**src/sv/dspm_pkg.sv**
```systemverilog
// shared types and constants for the dual serial port with mouse
// no dependencies
package dspm_pkg;

	localparam int S_TDATA_W = 48;
	localparam int M_TDATA_W = 8;

	localparam logic OP_READ  = 1'b0;
	localparam logic OP_WRITE = 1'b1;

	localparam logic [1:0] PORT_A_DATA = 2'd0;
	localparam logic [1:0] PORT_A_CTRL = 2'd1;
	localparam logic [1:0] PORT_B_DATA = 2'd2;
	localparam logic [1:0] PORT_B_CTRL = 2'd3;

	localparam logic [2:0] REG_NONE     = 3'd0;
	localparam logic [2:0] REG_RX_CTRL  = 3'd3;
	localparam logic [2:0] REG_TX_CTRL  = 3'd5;
	localparam int         RTS_BIT      = 1;
	localparam int         TX_COUNT_BIT = 3;
	localparam logic [7:0] PTR_MASK_A   = 8'hf1;

	localparam logic [7:0] STAT_RX_AVAIL = 8'h01;
	localparam logic [7:0] STAT_TX_EMPTY = 8'h04;

	localparam logic [7:0] FLAG_X_HIGH = 8'h10;
	localparam logic [7:0] FLAG_X_LOW  = 8'h20;
	localparam logic [7:0] FLAG_Y_HIGH = 8'h40;
	localparam logic [7:0] FLAG_Y_LOW  = 8'h80;
	localparam logic [7:0] AXIS_MAX    = 8'h7f;
	localparam logic [7:0] AXIS_MIN    = 8'h80;
	localparam logic signed [15:0] AXIS_LIMIT = 16'sd127;

	localparam logic [1:0] PUSH_HDR  = 2'd0;
	localparam logic [1:0] PUSH_X    = 2'd1;
	localparam logic [1:0] PUSH_LAST = 2'd2;

	// last field in the lowest bits
	typedef struct packed {
		logic signed [15:0] mouse_dy;
		logic signed [15:0] mouse_dx;
		logic [1:0]         mouse_buttons;
		logic [7:0]         write_data;
		logic [1:0]         port_offset;
		logic               operation;
	} item_t;

	localparam int ITEM_W = $bits(item_t);

	typedef struct packed {
		logic [7:0] hdr;
		logic [7:0] x;
		logic [7:0] y;
	} mouse_pkt_t;

endpackage

```
**src/sv/dspm_ram.sv**
```systemverilog
// generic single write port ram with registered read
// no dependencies
module dspm_ram #(
	parameter int WIDTH = 8,
	parameter int DEPTH = 16
) (
	input  logic                     clk,
	input  logic                     we,
	input  logic [$clog2(DEPTH)-1:0] waddr,
	input  logic [WIDTH-1:0]         wdata,
	input  logic                     re,
	input  logic [$clog2(DEPTH)-1:0] raddr,
	output logic [WIDTH-1:0]         rdata
);
	logic [WIDTH-1:0] mem_q [DEPTH];

	always_ff @(posedge clk) begin
		if (we) begin
			mem_q[waddr] <= wdata;
		end
		if (re) begin
			rdata <= mem_q[raddr];
		end
	end
endmodule

```
**src/sv/dspm_mouse.sv**
```systemverilog
// mouse sample formatter: button header with overflow flags, saturated axes
// depends on dspm_pkg
module dspm_mouse (
	input  logic [1:0]              buttons,
	input  logic signed [15:0]      dx,
	input  logic signed [15:0]      dy,
	output dspm_pkg::mouse_pkt_t    pkt
);
	import dspm_pkg::*;

	logic [7:0] flags;

	always_comb begin
		flags = {6'd0, buttons};
		if (dx > AXIS_LIMIT) begin
			flags = flags | FLAG_X_HIGH;
			pkt.x = AXIS_MAX;
		end else if (dx < -AXIS_LIMIT) begin
			flags = flags | FLAG_X_LOW;
			pkt.x = AXIS_MIN;
		end else begin
			pkt.x = dx[7:0];
		end
		if (dy > AXIS_LIMIT) begin
			flags = flags | FLAG_Y_HIGH;
			pkt.y = AXIS_MAX;
		end else if (dy < -AXIS_LIMIT) begin
			flags = flags | FLAG_Y_LOW;
			pkt.y = AXIS_MIN;
		end else begin
			pkt.y = dy[7:0];
		end
		pkt.hdr = flags;
	end
endmodule

```
**src/sv/dual_serial_port_with_mouse.sv**
```systemverilog
// top level of the dual serial port with mouse: register file, fifo control
// depends on dspm_pkg, dspm_ram, dspm_mouse
//
// Each input transfer is one bus access (read or write on one of four ports).
// Each input transfer gives exactly one output transfer carrying the byte read
// (zero for writes). Items are taken into an input register, decoded there,
// and the answer goes into an output register; a data read of channel B
// that finds data in the fifo fetches its byte from the receive fifo ram,
// whose registered read port feeds the output mux.
// An access passes the input register and then the output register before
// m_tvalid rises; a write that samples the mouse waits in the input register.
// Throughput: one access per cycle while m_tready allows; a channel B register
// 5 write that raises rts holds the input register while the three-byte mouse
// packet is written to the fifo ram, one byte per cycle through its single
// write port while the output register is free.
// Reset clears all write registers, register pointers, fifo head and count
// and the transmit count; the fifo ram itself is not cleared and needs no
// clearing pass since the count tells which entries hold data.
// When m_tready is low the output register holds its byte, the input register
// holds the next access, and s_tready drops once both are full.
module dual_serial_port_with_mouse #(
	parameter int FIFO_DEPTH = 16
) (
	input  logic                             clk,
	input  logic                             arst_n,
	input  logic                             s_tvalid,
	output logic                             s_tready,
	// operation, port_offset, write_data, mouse_buttons, mouse_dx, mouse_dy, zero pad
	input  logic [dspm_pkg::S_TDATA_W-1:0]   s_tdata,
	output logic                             m_tvalid,
	input  logic                             m_tready,
	// read_data
	output logic [dspm_pkg::M_TDATA_W-1:0]   m_tdata
);
	import dspm_pkg::*;

	localparam int              AW       = $clog2(FIFO_DEPTH);
	localparam logic [AW:0]     DEPTH_W  = (AW+1)'(FIFO_DEPTH);
	localparam logic [AW-1:0]   LAST_IDX = AW'(FIFO_DEPTH - 1);

	item_t        item_s1;
	logic         valid_s1;
	logic         valid_s2;
	logic         from_ram_s2;
	logic [7:0]   data_s2;
	logic [1:0]   push_q;

	logic [7:0]    a_regs_q [8];
	logic [2:0]    a_ptr_q;
	logic [AW-1:0] a_tx_cnt_q;
	logic [7:0]    b_regs_q [8];
	logic [2:0]    b_ptr_q;
	logic [AW-1:0] b_head_q;
	logic [AW-1:0] b_cnt_q;

	mouse_pkt_t    pkt;
	logic          is_wr;
	logic          trigger;
	logic          s2_free;
	logic          adv;
	logic          push_we;
	logic          pop;
	logic [AW:0]   waddr_sum;
	logic [AW-1:0] waddr;
	logic [7:0]    wbyte;
	logic [7:0]    imm;
	logic [7:0]    ram_rdata;

	dspm_mouse u_mouse (
		.buttons (item_s1.mouse_buttons),
		.dx      (item_s1.mouse_dx),
		.dy      (item_s1.mouse_dy),
		.pkt     (pkt)
	);

	dspm_ram #(
		.WIDTH (8),
		.DEPTH (FIFO_DEPTH)
	) u_b_rx_ram (
		.clk   (clk),
		.we    (push_we),
		.waddr (waddr),
		.wdata (wbyte),
		.re    (adv && pop),
		.raddr (b_head_q),
		.rdata (ram_rdata)
	);

	assign is_wr   = item_s1.operation == OP_WRITE;
	assign trigger = valid_s1 && is_wr && item_s1.port_offset == PORT_B_CTRL &&
		b_ptr_q == REG_TX_CTRL && !b_regs_q[REG_TX_CTRL][RTS_BIT] &&
		item_s1.write_data[RTS_BIT];
	assign s2_free = !valid_s2 || m_tready;
	assign adv     = valid_s1 && s2_free && (!trigger || push_q == PUSH_LAST);
	assign push_we = trigger && s2_free;
	assign pop     = valid_s1 && !is_wr && item_s1.port_offset == PORT_B_DATA &&
		b_cnt_q != '0;
	assign s_tready = !valid_s1 || adv;
	assign m_tvalid = valid_s2;
	assign m_tdata  = from_ram_s2 ? ram_rdata : data_s2;

	// fifo write position: head plus count, wrapped
	always_comb begin
		waddr_sum = {1'b0, b_head_q} + {1'b0, b_cnt_q};
		if (waddr_sum >= DEPTH_W) begin
			waddr_sum = waddr_sum - DEPTH_W;
		end
		waddr = waddr_sum[AW-1:0];
	end

	always_comb begin
		case (push_q)
			PUSH_HDR: wbyte = pkt.hdr;
			PUSH_X:   wbyte = pkt.x;
			default:  wbyte = pkt.y;
		endcase
	end

	always_comb begin
		imm = 8'd0;
		if (!is_wr) begin
			case (item_s1.port_offset)
				PORT_A_CTRL: begin
					if (a_ptr_q == REG_NONE && a_tx_cnt_q == '0) begin
						imm = STAT_TX_EMPTY;
					end
				end
				PORT_B_CTRL: begin
					if (b_ptr_q == REG_NONE) begin
						imm = STAT_TX_EMPTY | ((b_cnt_q != '0) ? STAT_RX_AVAIL : 8'd0);
					end
				end
				default: imm = 8'd0;
			endcase
		end
	end

	always_ff @(posedge clk or negedge arst_n) begin
		if (!arst_n) begin
			valid_s1 <= 1'b0;
		end else if (s_tvalid && s_tready) begin
			valid_s1 <= 1'b1;
		end else if (adv) begin
			valid_s1 <= 1'b0;
		end
	end

	always_ff @(posedge clk) begin
		if (s_tvalid && s_tready) begin
			item_s1 <= item_t'(s_tdata[ITEM_W-1:0]);
		end
	end

	always_ff @(posedge clk or negedge arst_n) begin
		if (!arst_n) begin
			valid_s2 <= 1'b0;
		end else if (adv) begin
			valid_s2 <= 1'b1;
		end else if (m_tready) begin
			valid_s2 <= 1'b0;
		end
	end

	always_ff @(posedge clk) begin
		if (adv) begin
			from_ram_s2 <= pop;
			data_s2     <= imm;
		end
	end

	always_ff @(posedge clk or negedge arst_n) begin
		if (!arst_n) begin
			push_q     <= PUSH_HDR;
			a_ptr_q    <= REG_NONE;
			a_tx_cnt_q <= '0;
			b_ptr_q    <= REG_NONE;
			b_head_q   <= '0;
			b_cnt_q    <= '0;
			for (int i = 0; i < 8; i++) begin
				a_regs_q[i] <= 8'd0;
				b_regs_q[i] <= 8'd0;
			end
		end else begin
			if (push_we) begin
				push_q  <= adv ? PUSH_HDR : push_q + 2'd1;
				b_cnt_q <= (b_cnt_q == LAST_IDX) ? '0 : b_cnt_q + AW'(1);
			end
			if (adv) begin
				if (is_wr) begin
					case (item_s1.port_offset)
						PORT_A_DATA: begin
							if (a_regs_q[REG_RX_CTRL][TX_COUNT_BIT]) begin
								a_tx_cnt_q <= (a_tx_cnt_q == LAST_IDX) ? '0 :
									a_tx_cnt_q + AW'(1);
							end
						end
						PORT_A_CTRL: begin
							a_regs_q[a_ptr_q] <= item_s1.write_data;
							if (a_ptr_q != REG_NONE) begin
								a_ptr_q <= REG_NONE;
							end else if ((item_s1.write_data & PTR_MASK_A) != 8'd0) begin
								a_ptr_q <= item_s1.write_data[2:0];
							end
						end
						PORT_B_CTRL: begin
							b_regs_q[b_ptr_q] <= item_s1.write_data;
							b_ptr_q <= (b_ptr_q != REG_NONE) ? REG_NONE :
								item_s1.write_data[2:0];
						end
						default: ;
					endcase
				end else if (pop) begin
					b_cnt_q  <= b_cnt_q - AW'(1);
					b_head_q <= (b_head_q == LAST_IDX) ? '0 : b_head_q + AW'(1);
				end
			end
		end
	end
endmodule
```
**config.mk**
```make
export PLATFORM = sky130hd
export DESIGN_NAME = dual_serial_port_with_mouse
export DESIGN_NICKNAME = d
export VERILOG_FILES = /design/src/sv/dspm_pkg.sv /design/src/sv/dspm_ram.sv /design/src/sv/dspm_mouse.sv /design/src/sv/dual_serial_port_with_mouse.sv
export SDC_FILE = /design/constraint.sdc
export NUM_CORES = 1
export LEC_CHECK = 0
export BUFFER_PORTS_ARGS = -buffer_cell sky130_fd_sc_hd__buf_4
export CAP_MARGIN = 20
export CORE_ASPECT_RATIO = 0.7
export CORE_MARGIN = 3
export CORE_UTILIZATION = 45
export CTS_BUF_LIST = sky130_fd_sc_hd__clkbuf_4 sky130_fd_sc_hd__clkbuf_8 sky130_fd_sc_hd__clkbuf_16
export CTS_CLUSTER_SIZE = 10
export DETAILED_ROUTE_END_ITERATION = 7
export GPL_TIMING_DRIVEN = 0
export PLACE_DENSITY = 0.75
export SETUP_SLACK_MARGIN = 0.05
export SYNTH_ARGS = -nofsm -noshare
export SYNTH_HDL_FRONTEND = slang
export SYNTH_SLANG_ARGS = --single-unit
```
**constraint.sdc**
```tcl
create_clock -name clk -period 4.8 [get_ports clk]
set_input_delay 0.48 -clock clk [delete_from_list [all_inputs] [get_ports clk]]
set_output_delay 0.48 -clock clk [all_outputs]
set_load 0.01 [all_outputs]
```
; After elaboration in Yosys (flattened, before gate mapping)
; Memory sizes are Yosys's and may differ from the RTL's. A register that Yosys moved wholly into a read port is not among the register bits.
; Cells that the tools add are included.
[classes]
n_lt_le_gt_ge = 9
muxes = 38
addsub = 7
n_reduce_logical = 41
eq_ne = 9
n_bitwise = 3
[ops]
columns = operator, n
row1 = bitwise mux 64 bit, 2
row2 = two-way mux 8 bit, 9
row3 = demux 8 bit (select 3 bit), 2
row4 = > comparator 16 x 8 -> 1 bit (second input constant), 2
row5 = less-than comparator 16 x 8 -> 1 bit (second input constant), 2
row6 = two-way mux 4 bit, 8
row7 = one-hot mux 8 bit (2 select lines), 2
row8 = logical AND 1 bit, 16
row9 = two-way mux 3 bit, 5
row10 = adder 4 x 1 -> 4 bit (second input constant), 3
row11 = == test 4 bit (second input constant), 3
row12 = two-way mux 6 bit, 2
row13 = AND reduction 3 bit, 3
row14 = >= comparator 4 bit (second input constant), 2
row15 = less-than comparator 4 x 1 -> 1 bit (second input constant), 2
row16 = inverter 3 -> 4 bit, 2
row17 = AND reduction 4 bit, 2
row18 = nonzero test 8 bit, 1
row19 = subtractor 4 x 1 -> 4 bit (second input constant), 2
row20 = two-way mux 1 bit, 7
row21 = == test 2 bit (second input constant), 3
row22 = logical NOT 3 bit, 2
row23 = nonzero test 2 bit, 3
row24 = nonzero test 3 bit, 2
row25 = other kinds (12), 20
[word_totals]
reg_bits = 204
out_inout_bits = 10
input_bits = 52
ramBits = 128
elab_cells = 140
memories = 1
[mem_list]
columns = memory, words, word_bits, rd, rd_ports_with_merged_regs, write_ports, line
row1 = u_b_rx_ram.mem_q, 16, 8, 1, 1, 1, dspm_ram.sv:15  ; logic [WIDTH-1:0] mem_q [DEPTH];

; Logic depth before layout (Yosys ltp)
; Gate-level depths: netlist of the first run.
[depth]
depth_word = 11
depth_mapped = 7
ltp_nobuf = 7

; Hierarchy
; A second synthesis of the first run with hierarchy kept.
[unflattened]
hier_cells = 523
hier_area_um2 = 8775.9
[by_module_without_submodules]
columns = mod, seq_area_each_um2, instances, cells_each, area_per_inst_um2
row1 = dspm_ram, 4083.9, 1, 229, 5227.5
row2 = dual_serial_port_with_mouse, 2042.0, 1, 237, 3199.3
row3 = dspm_mouse, 0.0, 1, 57, 349.1

; Worst setup path before layout of the first run
; OpenSTA, ideal clock, no wires.
[synth_timing]
path_type = input-to-reg
from = in m_tready
to = reg item_s1 (netlist bit is_wr) (enable)
n_path_buf = 1
t_arrival_ps = 4579
required_ps = 4283
stages = 5
path_slack_ps = -296
setup_ps = 517
cell_sequence = nand2b_1 clkbuf_1 and2_0 o31ai_2 a21boi_0
[synth_via]
elab_chain_len = 5
[synth_rtl]
columns = element, line
row1 = start: declaration, dual_serial_port_with_mouse.sv:31  ; input logic m_tready,
row2 = logical OR 1 bit, dual_serial_port_with_mouse.sv:93  ; assign s2_free = !valid_s2 || m_tready;
row3 = logical AND 1 bit (2 in series), dual_serial_port_with_mouse.sv:94  ; assign adv = valid_s1 && s2_free && (!trigger || push_q == PUSH_LAST);
row4 = logical OR 1 bit, dual_serial_port_with_mouse.sv:98  ; assign s_tready = !valid_s1 || adv;
row5 = logical AND 1 bit, dual_serial_port_with_mouse.sv:149  ; if (s_tvalid && s_tready) begin
row6 = end signal: assignment, dual_serial_port_with_mouse.sv:150  ; item_s1 <= item_t'(s_tdata[ITEM_W-1:0]);
row7 = end: declaration, dual_serial_port_with_mouse.sv:41  ; item_t item_s1;
; No other way between the ends.
; A chain may end at the register's enable or synchronous reset.

; Final worst setup path of the first run
[layout_timing]
from = reg b_cnt_q[0]
to = mem u_b_rx_ram.mem_q[8][2] (enable)
[layout_via]
elab_chain_len = 3
elab_cells_between_ends = 4
cone_classes = add/sub: 2 / order compare: 1 / mux: 1
[layout_rtl]
columns = element, line
row1 = start: declaration, dual_serial_port_with_mouse.sv:54  ; logic [AW-1:0] b_cnt_q;
row2 = start signal: assignment, dual_serial_port_with_mouse.sv:186  ; b_cnt_q <= (b_cnt_q == LAST_IDX) ? '0 : b_cnt_q + AW'(1);
row3 = start signal: assignment, dual_serial_port_with_mouse.sv:213  ; b_cnt_q <= b_cnt_q - AW'(1);
row4 = adder 4 x 4 -> 5 bit *, dual_serial_port_with_mouse.sv:104  ; waddr_sum = {1'b0, b_head_q} + {1'b0, b_cnt_q};
row5 = subtractor 4 x 1 -> 4 bit / >= comparator 5 bit (equally long branches), "dual_serial_port_with_mouse.sv:106, dual_serial_port_with_mouse.sv:105"
row6 = two-way mux 4 bit *, dual_serial_port_with_mouse.sv:105  ; if (waddr_sum >= DEPTH_W) begin
row7 = end: declaration, dspm_ram.sv:15
; Mark *: on every way between the ends. The rest lies on a longest branch, timed or not.

==> impl_metrics.yaml, run 1 <==
global_routing:
  grt_pass1_vias: 4868
  grt_first_pass_wirelength_um: 27500
  grtUsageTotal: 0.173
  antenna_found_initial: 1
  overflow: 0
  grt_max_degree: 35
power:
  ir_worst_vdd_v: 0.000242
  leakage_nw: 3.64
  power_density_nw_per_um2: 546
  total_power_w: 0.00561
synth:
  yosysSeqAreaShare: 0.714
  yosys.cell_types.count: 63
  ys_ff_latch: 208
  synth_cells: 487
  yosys_warnings: 0
  synth-async-reset-ratio: 0.115
  synth_area_leaders: "edfxtp_1, mux4_2, dfrtp_1"
  syn_nets: 551
  synth_top_area_frac: 0.644
  netlist_area_um2: 8570
  syn_area_per_cell_um2: 17.6
  synth_flop_cell: "edfxtp_1"
  synth_edf_count: 184
  yosysTopAreaCell: "edfxtp_1"
sta:
  finalClockSkew_ps: 20.4
  rsz0062_at_grt: "no"
  finalHoldViolCount: 0
  worstMarginPinSlew_ps: 984
  setup_violations: 0
  relSlewSlack: 0.344
  period_minus_slack_ps: 2970
  maxSlewViolCount: 0
  finalSetupTns_ps: 0
  post-route-period-util: 0.619
  fmax_mhz: 337
critical_path:
  setup.worst_path.end_class: "flop"
  crit_type: "flop to flop"
  worstPathMaxFanout: 6
  rrSetupSlack_ps: 1830
  reg2reg_from: "b_cnt_q[0]"
  cp-start-kind: "flop"
  critical_path_required_ps: 5000
  critical_path.startpoint: "b_cnt_q[0]"
  reg2regPathDepth: 5
  arrival_ps: 3170
  r2r-end: "u_b_rx_ram.mem_q[8][2]"
floorplan:
  initial_utilization: 0.467
  die_w_um: 171
  core_area_um2: 18400
  dieArea_um2: 20800
  die_y_um: 121
  core.rowCount: 41
  pin_count: 62
detailed_routing:
  ant_nets: 0
  vias_per_cell: 5.74
  vias: 4862
  drtIter0Drc: 497
  dr.pass1.iters: 5
  drt-total-wl_um: 17800
  routedWlPerCell_um: 21.0
  drc: 0
clock_network:
  clk_latency_ps: 510
  cts_root_buf: "clkbuf_16"
  cts_tree: "done"
  hold_buffers: 1
  ctsResizeCount: 0
  postCtsSetupBuffers: 0
  path_clk_slew_ps: 60
  cts_max_level: 1
  numClockSinks: 208
  numCtsBuffers: 24
  clock_path_buffers: 3
cells_and_area:
  utilization: 0.559
  nets: 657
  layout-drive-gt1-share: 0.306
  area_growth_pct: 19.7
  n_antenna_cell: 0
place:
  numPortBuffers: 58
  gp_congestion: 0.841
  dp_hpwl_um: 12700
hold_path:
  min-delay-start: "s_tdata[1]"
  hold_path.class: "input port to flop"
  min_to: "item_s1[1]"
  holdPathStages: 1
job:
  drv_cap: 0
status:
  status: "finished clean"
-- final cells by class --
| type | instances | area [µm²] |
|---|---|---|
| Buffer | 15 | 83.8 |
| Clock buffer | 44 | 774 |
| Fill cell | 1378 | 8100 |
| Inverter | 21 | 78.8 |
| Multi-Input combinational cell | 243 | 2320 |
| Sequential cell | 208 | 6130 |
| Tap cell | 236 | 295 |
| Timing Repair Buffer | 80 | 591 |
-- worst max-delay path by stage --
stage                                   to  cells after the start  slack (ps)
floorplan                            is_wr                      5         890
global placement               item_s1[30]                      6        -120
detailed placement  u_b_rx_ram.mem_q[8][4]                      5        1860
CTS                 u_b_rx_ram.mem_q[8][2]                      5        1780
global route                      s_tready                      5        1700
finish              u_b_rx_ram.mem_q[8][2]                      5        1830
-- cell usage in the layout (no fill, tap or decap), types with 8 or more instances in the layout --
| cell type | synthesis | routed |
|---|---|---|
| nor2_1 | 17 | 17 |
| a21oi_1 | 10 | 10 |
| nand4_1 | 11 | 11 |
| o21ai_0 | 8 | 8 |
| nand2_1 | 26 | 26 |
| clkbuf_16 | 0 | 25 |
| dfrtp_1 | 24 | 24 |
| buf_2 | 1 | 11 |
| clkbuf_1 | 9 | 9 |
| clkbuf_4 | 0 | 18 |
| inv_1 | 21 | 21 |
| edfxtp_1 | 184 | 184 |
| mux4_2 | 40 | 40 |
| buf_4 | 1 | 69 |
| ha_1 | 11 | 11 |
| nor3_1 | 25 | 24 |
-- flip-flops by register name, summed over array words and instances (netlist names) --
register,count
u_b_rx_ram.mem_q,128
item_s1,44
u_b_rx_ram.rdata,8
a_tx_cnt_q,4
b_cnt_q,4
b_head_q,4
a_ptr_q,3
b_ptr_q,3
data_s2,2
push_q,2
a_regs_q,1
b_regs_q,1
from_ram_s2,1
is_wr,1
m_tvalid,1
valid_s1,1
-- metal layers --
layer | part of all wire | vias to the layer above | routed length, µm | global-route usage
met5 | 0.00056 | - | 10 | 0
met4 | 0.015 | 2 | 267 | 0.0291
met3 | 0.084 | 28 | 1500 | 0.0462
met2 | 0.46 | 213 | 8160 | 0.264
met1 | 0.44 | 2436 | 7870 | 0.257
li1 | - | 2183 | - | -
-- cell usage after synthesis, types with 2 or more instances --
master / count
nor3_1: 25
nor4b_1: 3
and2_1: 6
inv_1: 21
o22ai_1: 2
xnor2_1: 5
o21ai_0: 8
nor2_1: 17
a21oi_1: 10
mux2i_1: 6
nand2_1: 26
nor2b_1: 2
a21o_1: 3
nor3b_1: 2
clkbuf_1: 9
buf_6: 3
a31oi_1: 6
xor2_1: 3
ha_1: 11
a31o_2: 3
nor4_1: 6
o221ai_1: 4
nand4_1: 11
nor4bb_1: 2
edfxtp_1: 184
nand3_1: 3
mux2_2: 6
mux4_2: 40
a211oi_1: 2
nand4b_1: 2
dfrtp_1: 24
-- power by group --
| group | switching [W] | leakage, nW | internal, W |
|---|---|---|---|
| sequential | 0.000102 | 1.99 | 0.00225 |
| clock | 0.000659 | 0.398 | 0.00108 |
| combinational | 0.000884 | 1.26 | 0.000627 |
-- logic make-up after synthesis --
| kind of cell | Yosys count | share of synthesized area |
|---|---|---|
| flip-flops | 208 | 0.714 |
| AND/OR/NAND/NOR | 118 | 0.0760 |
| AO/OA/AOI/OAI | 53 | 0.0441 |
| multiplexers | 52 | 0.120 |
| buffers and inverters | 36 | 0.0190 |
| adder cells (fa/ha/maj) | 12 | 0.0184 |
| XOR/XNOR | 8 | 0.00817 |
-- per-stage QoR --
stage | setup slack (ps) | instances | hold slack [ps] | area (µm²)
global route | 1700 | 847 | 136 | 10300
floorplan | 892 | 487 | 184 | 8570
finish | 1830 | 847 | 152 | 10300
CTS | 1780 | 845 | 137 | 10200
detailed placement | 1860 | 800 | 404 | 9460
global placement | -123 | 781 | 394 | 9310
-- critical path, stage by stage, from the launching register on --
cell and delay (ps):
dfrtp_1 440, ha_1 240, fa_1 500, or4b_1 650, nor3_1 560, buf_4 280
(Power assumes the default switching activity.)
==> inputs of run 2 (changes only) <==
ABC_AREA = 1   (was default)
PLACE_DENSITY = 0.72   (was 0.75)
clock period = 2.76 ns   (was 4.8 ns; I/O delays follow)
==> run 2 against run 1 <==
  * Area after synthesis is 3.7% higher
  * Largest power group unchanged
  * Sequential cell count stayed put
  * Cell count is 39% higher
  * Die area is 3.5% higher
  * Synthesized cell count is 57% higher
  * First-iteration DRC count is 40% higher
==> impl_metrics.yaml, run 2 <==
status:
  status: "finished clean"
cells_and_area:
  nets: 961
  mostFrequentLayoutCell: "edfxtp_1"
  largest_reg_flops: 128
  n_antenna_cell: 0
  reg_top3: "u_b_rx_ram.mem_q: 128 flops, item_s1: 44 flops, u_b_rx_ram.rdata: 8 flops"
  regMostFlops: "u_b_rx_ram.mem_q"
  layout-drive-gt1-share: 0.165
  final_cell_mix: "edfxtp_1, nor2_1, nand2_1"
  area_growth_pct: 23.2
  utilization: 0.573
floorplan:
  initial_utilization: 0.465
  core_area_um2: 19100
  dieArea_um2: 21500
  die_y_um: 124
  core.rowCount: 42
  pin_count: 62
  die_w_um: 174
power:
  comb_power_share: 0.301
  power_density_nw_per_um2: 916
  switching_share: 0.346
  ir_worst_vdd_v: 0.000491
  p_int_w: 0.00656
  power_switching_w: 0.00347
  pwr-share-clk: 0.305
  seqPwrFrac: 0.395
  total_power_w: 0.0100
  leakage_nw: 4.18
global_routing:
  grt_pass1_vias: 6231
  grt_first_pass_wirelength_um: 34300
  grt_max_degree: 33
  antenna_found_initial: 0
  overflow: 0
  grtUsageTotal: 0.207
critical_path:
  critical_path.startpoint: "b_head_q[0]"
  arrival_ps: 2850
  path_cells: "ha_1, fa_1, xnor2_1, nand2_1, nor2_1"
  worstPathMaxFanout: 8
  critical_path_required_ps: 2890
  cp-start-kind: "flop"
  rrSetupSlack_ps: 40
  cpPeakStageDelay_ps: 690
  setup.worst_path.end_class: "flop"
  cpMaxStageDelayCell: "nor2_1"
  crit_type: "flop to flop"
  reg2reg_from: "b_head_q[0]"
clock_network:
  numCtsBuffers: 24
  postCtsSetupBuffers: 0
  clk_latency_ps: 510
  cts_max_level: 1
  cts_tree: "done"
  cts_root_buf: "clkbuf_16"
  clock_path_buffers: 3
  path_clk_slew_ps: 60
  numClockSinks: 208
detailed_routing:
  vias_per_cell: 5.35
  dr.pass1.iters: 5
  ant_nets: 0
  drc: 0
  vias: 6303
  routedWlPerCell_um: 18.6
  drtIter0Drc: 696
  drt-total-wl_um: 21900
synth:
  synth-async-reset-ratio: 0.115
  synth_top_area_frac: 0.622
  synth_edf_count: 184
  synthTopCellsByCount: "edfxtp_1, nor2_1, nand2_1"
  yosysTopAreaCell: "edfxtp_1"
  yosys_warnings: 0
  synth_flop_cell: "edfxtp_1"
  syn_area_per_cell_um2: 11.6
  netlist_area_um2: 8890
  synth_area_leaders: "edfxtp_1, dfrtp_1, nor2_1"
  synthMostInstantiatedCell: "edfxtp_1"
  yosysSeqAreaShare: 0.689
  synth_cells: 764
  syn_nets: 828
  yosys.cell_types.count: 35
  ys_ff_latch: 208
sta:
  rsz0062_at_grt: "yes"
  post-route-period-util: 0.985
  period_minus_slack_ps: 2720
  worstMarginPinSlew_ps: 861
  maxSlewViolCount: 0
  finalSetupTns_ps: 0
  setup_violations: 0
  finalHoldViolCount: 0
  fmax_mhz: 368
  finalClockSkew_ps: 13.9
  relSlewSlack: 0.424
job:
  drv_cap: 0
place:
  gp_congestion: 0.943
  numPortBuffers: 58
  dp_hpwl_um: 14700
hold_path:
  hold_path.class: "input port to flop"
  min-delay-start: "s_tvalid"
==> run 2: repair_timing <==
action / CTS / global route
resized for setup: 2 / 5
hold buffers: 46 / 0
endpoints found under the setup margin: 16 / 64
hold endpoints to repair: 69 / 0
==> run 2: final cells by class <==
class | count | area (µm²)
Buffer | 26 | 136
Clock buffer | 44 | 768
Fill cell | 1571 | 8170
Inverter | 59 | 226
Multi-Input combinational cell | 471 | 2430
Sequential cell | 208 | 6130
Tap cell | 264 | 330
Timing Repair Buffer | 107 | 938
==> run 2: layer usage <==
metal  track usage  part of all wire  up-vias
met4        0.0537             0.017        0
met5             0                 0        -
met2         0.315              0.44      318
met1         0.294              0.44     3000
met3        0.0634              0.11       29
li1              -                 -     2956
==> run 2: kinds of logic after synthesis <==
group                      Yosys count  share of synthesized area
and+or+nand+nor                    323                      0.161
DFF                                208                      0.689
AOI/OAI and AO/OA                  125                     0.0802
buffers and inverters               85                     0.0408
adders and majority gates           12                     0.0177
xor gates and xnor gates             9                    0.00887
muxes                                2                    0.00253
==> run 2: final timing paths <==
| check | cells after the start | end |
|---|---|---|
| worst max-delay path | 5 | u_b_rx_ram.mem_q[0][4] |
| worst min-delay path | 3 | valid_s1 |
| worst max register to register | 5 | u_b_rx_ram.mem_q[0][4] |
| worst min register to register | 2 | a_regs_q[35] |
| max in group asynchronous | 2 | b_cnt_q[3] |
| min in group asynchronous | 2 | valid_s1 |
==> run 2: power by group through the flow <==
stage	logic, W	registers (W)	clock network (W)
final	0.00301	0.00396	0.00306
after global routing	0.00331	0.00399	0.00322
after CTS	0.00292	0.00396	0.00309
after detailed placement	0.00285	0.00402	0
after global placement	0.00275	0.00402	0
after floorplan	0.00186	0.00396	0
==> run 2: worst max-delay path: cells and delay by family (launching register included) <==
kind	cells	cell delay, ps
AND/OR/NAND/NOR	2	900
XOR/XNOR	1	270
adder cells (fa/ha/maj)	2	670
flip-flops	1	500
==> run 2: per-stage QoR <==
step / instance area (µm²) / setup slack [ps] / hold WS, ps / instances
global route: 11000 / -61.9 / 14.9 / 1179
CTS: 10900 / 59.3 / 14.8 / 1179
finish: 11000 / 42.6 / 13.5 / 1179
global placement: 9660 / -474 / 201 / 1086
floorplan: 8890 / 112 / -19.6 / 764
detailed placement: 9710 / -3.90 / 202 / 1089
